### src/rtl/mrl_pkg.sv
package mrl_pkg;

    typedef enum logic [1:0] {
        MODE_INSERT = 2'd0,
        MODE_REMOVE = 2'd1,
        MODE_CLEAR  = 2'd2,
        MODE_READ   = 2'd3
    } mode_t;

    typedef enum logic {
        ST_IDLE = 1'b0,
        ST_READ = 1'b1
    } state_t;

    // broadcast from the controller to every cell
    typedef struct packed {
        logic insert;
        logic remove;
        logic rotate;
        logic hit;
    } cell_ctl_t;

    localparam int unsigned CAP_BITS  = 5;
    localparam logic [CAP_BITS-1:0] CAP_RESET = 5'd16;

endpackage

### src/rtl/mrl_cell.sv
module mrl_cell
    import mrl_pkg::*;
#(
    parameter int unsigned KEY_BITS = 64
) (
    input  logic                aclk,
    input  cell_ctl_t           ctl,
    input  logic [KEY_BITS-1:0] new_key,
    input  logic [KEY_BITS-1:0] left_key,
    input  logic [KEY_BITS-1:0] right_key,
    input  logic [KEY_BITS-1:0] head_key,
    input  logic                in_list,
    input  logic                fill_ok,
    input  logic                is_tail,
    input  logic                seen_in,
    output logic                seen_out,
    output logic [KEY_BITS-1:0] key_out
);

    logic [KEY_BITS-1:0] key_reg;
    logic [KEY_BITS-1:0] key_next;
    logic                match;

    assign match    = in_list && (key_reg == new_key);
    assign seen_out = seen_in || match;
    assign key_out  = key_reg;

    always_comb begin
        key_next = key_reg;
        priority if (ctl.insert && (ctl.hit ? !seen_in : fill_ok)) begin
            key_next = left_key;
        end else if (ctl.remove && seen_out) begin
            // close the gap left by the removed key
            key_next = right_key;
        end else if (ctl.rotate && in_list) begin
            key_next = is_tail ? head_key : right_key;
        end else begin
            key_next = key_reg;
        end
    end

    always_ff @(posedge aclk) begin
        key_reg <= key_next;
    end

endmodule

### src/rtl/mru_recency_list_top.sv
// Most-recently-used list of distinct keys, newest first, held in a chain of
// MAX_ENTRIES cells that each compare against the request key and pass their
// key to a neighbor. Insert, remove and clear may follow one another back to
// back. A read holds off further requests until its last result is registered,
// giving one result per entry (a single result for an empty list) and waiting
// whenever the result side stalls: the chain rotates by one place per result
// so the head cell feeds the output, and after the last result the list is
// back in its original order. A request can be taken as soon as reset is
// released; no clearing pass is needed.
module mru_recency_list_top
    import mrl_pkg::*;
#(
    parameter int unsigned MAX_ENTRIES = 16,
    parameter int unsigned KEY_BITS    = 64
) (
    input  logic                                 aclk,
    input  logic                                 aresetn,
    input  logic                                 cfg_valid,
    output logic                                 cfg_ready,
    input  logic [CAP_BITS-1:0]                  cfg_data,   // capacity
    input  logic                                 s_tvalid,
    output logic                                 s_tready,
    input  logic [((2+KEY_BITS+7)/8)*8-1:0]      s_tdata,    // mode, key
    output logic                                 m_tvalid,
    input  logic                                 m_tready,
    output logic [((KEY_BITS+7)/8)*8-1:0]        m_tdata,    // entry_key
    output logic                                 m_tuser,    // list_empty
    output logic                                 m_tlast
);

    localparam int unsigned OUT_W = ((KEY_BITS + 7) / 8) * 8;
    localparam int unsigned CNT_W = $clog2(MAX_ENTRIES + 1);

    logic [CAP_BITS-1:0] cap_reg;
    logic [CNT_W-1:0]    count_reg, count_next;
    logic [CNT_W-1:0]    rem_reg, rem_next;
    state_t              state_reg, state_next;
    logic                out_valid_reg, out_valid_next;
    logic [KEY_BITS-1:0] out_key_reg, out_key_next;
    logic                out_empty_reg, out_empty_next;
    logic                out_last_reg, out_last_next;

    logic [KEY_BITS-1:0] cell_key [MAX_ENTRIES];
    logic [MAX_ENTRIES:0] seen;
    cell_ctl_t           ctl;
    mode_t               mode;
    logic [KEY_BITS-1:0] req_key;
    logic                accept;
    logic                out_free;
    logic [CNT_W-1:0]    eff_cap;
    logic [CNT_W-1:0]    trimmed;

    assign mode     = mode_t'(s_tdata[1:0]);
    assign req_key  = s_tdata[KEY_BITS+1:2];
    assign s_tready = aresetn && (state_reg == ST_IDLE);
    assign accept   = s_tvalid && s_tready;
    assign out_free = !out_valid_reg || m_tready;

    assign cfg_ready = aresetn;

    // zero acts as one, anything above the chain length as the chain length
    always_comb begin
        if (cap_reg == '0) begin
            eff_cap = CNT_W'(1);
        end else if (32'(cap_reg) > MAX_ENTRIES) begin
            eff_cap = CNT_W'(MAX_ENTRIES);
        end else begin
            eff_cap = CNT_W'(cap_reg);
        end
    end

    assign trimmed = (count_reg >= eff_cap) ? eff_cap - CNT_W'(1) : count_reg;

    assign seen[0] = 1'b0;

    for (genvar i = 0; i < MAX_ENTRIES; i++) begin : g_cell
        logic [KEY_BITS-1:0] left_key;
        logic [KEY_BITS-1:0] right_key;

        if (i == 0) begin : g_head
            assign left_key = req_key;
        end else begin : g_body
            assign left_key = cell_key[i-1];
        end

        if (i == MAX_ENTRIES - 1) begin : g_end
            assign right_key = cell_key[i];
        end else begin : g_mid
            assign right_key = cell_key[i+1];
        end

        mrl_cell #(
            .KEY_BITS (KEY_BITS)
        ) u_cell (
            .aclk      (aclk),
            .ctl       (ctl),
            .new_key   (req_key),
            .left_key  (left_key),
            .right_key (right_key),
            .head_key  (cell_key[0]),
            .in_list   (CNT_W'(i) < count_reg),
            .fill_ok   (CNT_W'(i) <= trimmed),
            .is_tail   (CNT_W'(i + 1) == count_reg),
            .seen_in   (seen[i]),
            .seen_out  (seen[i+1]),
            .key_out   (cell_key[i])
        );
    end

    always_comb begin
        ctl            = '0;
        ctl.hit        = seen[MAX_ENTRIES];
        count_next     = count_reg;
        rem_next       = rem_reg;
        state_next     = state_reg;
        out_valid_next = out_valid_reg && !m_tready;
        out_key_next   = out_key_reg;
        out_empty_next = out_empty_reg;
        out_last_next  = out_last_reg;

        unique case (state_reg)
            ST_IDLE: begin
                if (accept) begin
                    unique case (mode)
                        MODE_INSERT: begin
                            ctl.insert = 1'b1;
                            if (!seen[MAX_ENTRIES]) begin
                                count_next = trimmed + CNT_W'(1);
                            end
                        end
                        MODE_REMOVE: begin
                            ctl.remove = 1'b1;
                            if (seen[MAX_ENTRIES]) begin
                                count_next = count_reg - CNT_W'(1);
                            end
                        end
                        MODE_CLEAR: begin
                            count_next = '0;
                        end
                        MODE_READ: begin
                            rem_next   = count_reg;
                            state_next = ST_READ;
                        end
                        default: ;
                    endcase
                end
            end
            ST_READ: begin
                if (out_free) begin
                    out_valid_next = 1'b1;
                    if (count_reg == '0) begin
                        out_key_next   = '0;
                        out_empty_next = 1'b1;
                        out_last_next  = 1'b1;
                        state_next     = ST_IDLE;
                    end else begin
                        ctl.rotate     = 1'b1;
                        out_key_next   = cell_key[0];
                        out_empty_next = 1'b0;
                        out_last_next  = (rem_reg == CNT_W'(1));
                        rem_next       = rem_reg - CNT_W'(1);
                        if (rem_reg == CNT_W'(1)) begin
                            state_next = ST_IDLE;
                        end
                    end
                end
            end
            default: state_next = ST_IDLE;
        endcase
    end

    always_ff @(posedge aclk) begin
        if (!aresetn) begin
            cap_reg       <= CAP_RESET;
            count_reg     <= '0;
            rem_reg       <= '0;
            state_reg     <= ST_IDLE;
            out_valid_reg <= 1'b0;
        end else begin
            if (cfg_valid && cfg_ready) begin
                cap_reg <= cfg_data;
            end
            count_reg     <= count_next;
            rem_reg       <= rem_next;
            state_reg     <= state_next;
            out_valid_reg <= out_valid_next;
        end
    end

    always_ff @(posedge aclk) begin
        out_key_reg   <= out_key_next;
        out_empty_reg <= out_empty_next;
        out_last_reg  <= out_last_next;
    end

    assign m_tvalid = out_valid_reg;
    assign m_tdata  = OUT_W'(out_key_reg);
    assign m_tuser  = out_empty_reg;
    assign m_tlast  = out_last_reg;

    a_count_bound: assert property (@(posedge aclk) disable iff (!aresetn)
        count_reg <= CNT_W'(MAX_ENTRIES))
        else $error("entry count beyond chain length");

    a_clear_empties: assert property (@(posedge aclk) disable iff (!aresetn)
        accept && mode == MODE_CLEAR |=> count_reg == '0)
        else $error("clear left entries behind");

    a_insert_fills: assert property (@(posedge aclk) disable iff (!aresetn)
        accept && mode == MODE_INSERT |=> count_reg != '0)
        else $error("insert left the list empty");

    a_empty_is_last: assert property (@(posedge aclk) disable iff (!aresetn)
        out_valid_reg && out_empty_reg |-> out_last_reg)
        else $error("empty read result not marked last");

    a_read_no_update: assert property (@(posedge aclk) disable iff (!aresetn)
        state_reg == ST_READ |=> count_reg == $past(count_reg))
        else $error("list length changed during read");

endmodule
### config.mk
export PLATFORM = sky130hd
export DESIGN_NAME = mru_recency_list_top
export DESIGN_NICKNAME = d
export VERILOG_FILES = /design/src/rtl/mrl_pkg.sv /design/src/rtl/mrl_cell.sv /design/src/rtl/mru_recency_list_top.sv
export SDC_FILE = /design/constraint.sdc
export NUM_CORES = 2
export LEC_CHECK = 0
export ABC_AREA = 0
export CORE_AREA = 2 2 494 496
export DETAILED_ROUTE_END_ITERATION = 8
export DIE_AREA = 0 0 496 498
export DONT_BUFFER_PORTS = 1
export PLACE_DENSITY = 0.53
export SLEW_MARGIN = 20
export SYNTH_ARGS = -nofsm -noshare
export SYNTH_HDL_FRONTEND = slang
export SYNTH_SLANG_ARGS = --single-unit
### constraint.sdc
create_clock -name aclk -period 20 [get_ports aclk]
set_input_delay 2 -clock aclk [delete_from_list [all_inputs] [get_ports aclk]]
set_output_delay 2 -clock aclk [all_outputs]
set_load 0.1 [all_outputs]
==> results.sh <==
export IMPL_yosysTopAreaCell="edfxtp_1"
export IMPL_gp_congestion=1.03
export IMPL_dpl_worst_slack_ns=11.42
export IMPL_drv_slew=0
export IMPL_crit_end="g_cell[14].u_cell.key_out[37]"
export IMPL_synth_flop_cell="edfxtp_1"
export IMPL_cp_data_required_time_ns=20.44
export IMPL_cts_hold_buf=0
export IMPL_h_tree_depth=4
export IMPL_cts_path_max_buffers=3
export IMPL_largest_reg_flops=1024
export IMPL_grt_setup_unrepaired="false"
export IMPL_post_dp_hpwl_um=292000
export IMPL_synth_most_common_cell="mux2_2"
export IMPL_vias_per_cell=5.67
export IMPL_synth_area_per_cell_sq_um=11.8
export IMPL_hold_viol_final=0
export IMPL_instances_no_fill=9200
export IMPL_ir_worst_vdd_mv=0.0595
export IMPL_r2r_slack_ns=12.85
export IMPL_cts_sinks=1107
export IMPL_ant_nets=0
export IMPL_fp_dieW_um=496
export IMPL_rr_endpoint="g_cell[14].u_cell.key_out[37]"
export IMPL_finalPower_w=0.00612
export IMPL_grt_pass1_vias=50827
export IMPL_vias=52144
export IMPL_ys_seq_elements=1107
export IMPL_cellLeakagePower_nw=25.1
export IMPL_placed_cells=8934
export IMPL_drt_wl_total_um=365000
export IMPL_ys_seq_area_frac=0.459
export IMPL_finalSetupViolCount=0
export IMPL_first_iter_violations=6212
export IMPL_syn_num_nets=6199
export IMPL_core_area_sq_um=242000
export IMPL_worstPathMaxFanout=42
export IMPL_start_util=0.298
export IMPL_grt_max_degree=85
export IMPL_syn_area_sq_um=72100
export IMPL_crit_start="s_tdata[25]"
export IMPL_nets=5980
export IMPL_worst_setup_path_end_kind="flip-flop"
export IMPL_dr_pass1_iters=5
export IMPL_synthTopCellsByCount="1,097 x mux2_2, 1,090 x edfxtp_1, 513 x xor2_1"
export IMPL_synth_edf_count=1090
export IMPL_drc_errors=0
export IMPL_tightestPinTransition_ns=1.29
export IMPL_grtUsageTotal=0.287
export IMPL_power_density_nw_per_um2=76.8
export IMPL_ys_warnings_count=0
export IMPL_clk_latency_ns=0.82
export IMPL_cts_tree="yes"
export IMPL_finish_instance_area_sq_um=79700
export IMPL_row_count=181
export IMPL_nFillCells=24472
export IMPL_worst_r2r_path_depth=12
export IMPL_dieArea_sq_um=247000
export IMPL_die_y_um=498
export IMPL_skew_ns=0.0354
export IMPL_cts_setup_buffers=0
export IMPL_seq_area_sq_um=33100
export IMPL_grt_first_pass_wirelength_um=479000
export IMPL_worstSetupPathType="input pin to flip-flop"
export IMPL_synth_top_area_frac=0.454
export IMPL_async_flop_share=0
export IMPL_clkTransAtPathRegs_ns=0.06
export IMPL_critPathLaunchType="input pin"
export IMPL_cts_buffers=144
export IMPL_io_pins=151
export IMPL_ys_types=81
export IMPL_critPathArrivalTime_ns=8.39
export IMPL_hold_path_class="flip-flop to flip-flop"
export IMPL_setup_tns_final_ns=0
export IMPL_relSlewSlack=0.131
export IMPL_status="completed"
export IMPL_portBuffers=0
export IMPL_post_dp_cell_area_sq_um=75100
export IMPL_syn_to_final_growth_pct=10.5
export IMPL_cap_violations=0
export IMPL_fin_ws_ns=12.05
export IMPL_cts_resized=0
export IMPL_period_share=0.398
export IMPL_r2r_start="g_cell[1].u_cell.key_out[23]"
export IMPL_antenna_found_initial=9
export IMPL_cts_root_buf="clkbuf_16"
export IMPL_layout_drive_gt1_share=0.262
export IMPL_wire_per_inst_um=39.7
export IMPL_multiInputGateArea_sq_um=36800
export IMPL_period_minus_slack_ns=7.95
export IMPL_syn_inst=6097
export IMPL_grt_overflow=0
export IMPL_synth_area_leaders="edfxtp_1 45%, mux2_2 17%, xor2_1 6.2%, xnor2_1 5.8%, mux2i_1 4.6%"
export IMPL_max_freq_mhz=126
[layout by cell type (no fill, tap or decap), types with 32 or more instances in the layout]
master	instances
xor2_1	513
inv_1	32
o21ai_0	272
mux2i_1	329
mux2_2	1097
nand3_1	54
mux2_4	54
or4_1	39
nor4_1	239
nor3_1	53
nand4_1	233
a21oi_1	90
nor2_1	152
mux2_1	68
nand2b_1	57
buf_4	149
xnor2_1	479
nor2b_1	98
clkbuf_16	146
clkinv_1	36
edfxtp_1	1090
nand2_1	373
[logic make-up (layout without fill, tap and decap cells)]
group,Yosys count,in the layout,share of synthesized area
buffers and inverters,548,445,0.0354
muxes,1548,1548,0.239
xor gates and xnor gates,993,993,0.121
DFF,1107,1107,0.459
other,0,4,0
adders and majority gates,20,20,0.00347
AOI/OAI and AO/OA,460,460,0.0361
and+or+nand+nor,1421,1421,0.107
[report_power, final]
part | internal [W] | switching, W
Clock | 0.00148 | 0.00112
Sequential | 0.00263 | 0.000111
Combinational | 0.000247 | 0.000529
Total | 0.00436 | 0.00176
[final cells by class]
cell class,instances,share of cell area
multi-input cells,4442,0.462
flip-flops and latches,1107,0.415
well taps,3202,0.0503
clock buffers,170,0.0470
repair buffers,149,0.0140
clock inverters,92,0.0102
inverters,34,0.00163
diodes,4,0.000126
[critical path, cell delays in order]
cell,delay (ns)
xnor2_1,0.83
nand4_1,0.39
nor4_1,0.36
nand4_1,0.46
or4_1,0.96
and3_1,0.42
nand3_2,0.21
nor3_2,0.18
a2111o_2,0.82
o211ai_1,0.45
buf_4,0.46
buf_4,0.65
[worst min path at each step]
stage	start	endpoint	slack (ns)	depth (start not counted)
after CTS	rem_reg[3]	rem_reg[3]	0.52	2
after global routing	rem_reg[1]	rem_reg[1]	0.55	2
after detailed placement	rem_reg[1]	rem_reg[1]	0.51	2
after floorplan	rem_reg[0]	rem_reg[0]	0.48	2
final	rem_reg[3]	rem_reg[3]	0.52	2
after global placement	rem_reg[0]	rem_reg[0]	0.51	2
[stage by stage]
stage                      util  hold slack [ns]
final                     0.329            0.519
after global placement    0.310            0.508
after global routing      0.329            0.554
after detailed placement  0.311            0.511
after floorplan               -            0.477
after CTS                 0.329            0.523
[per-layer routing]
metal	global-route usage	vias up	wire [um]
met1	0.374	26577	149000
met5	0	-	0
met3	0.0347	641	23100
met2	0.428	2772	158000
li1	-	22154	-
met4	0.227	0	34500
Note: power is estimated with default switching activity, not from simulation.
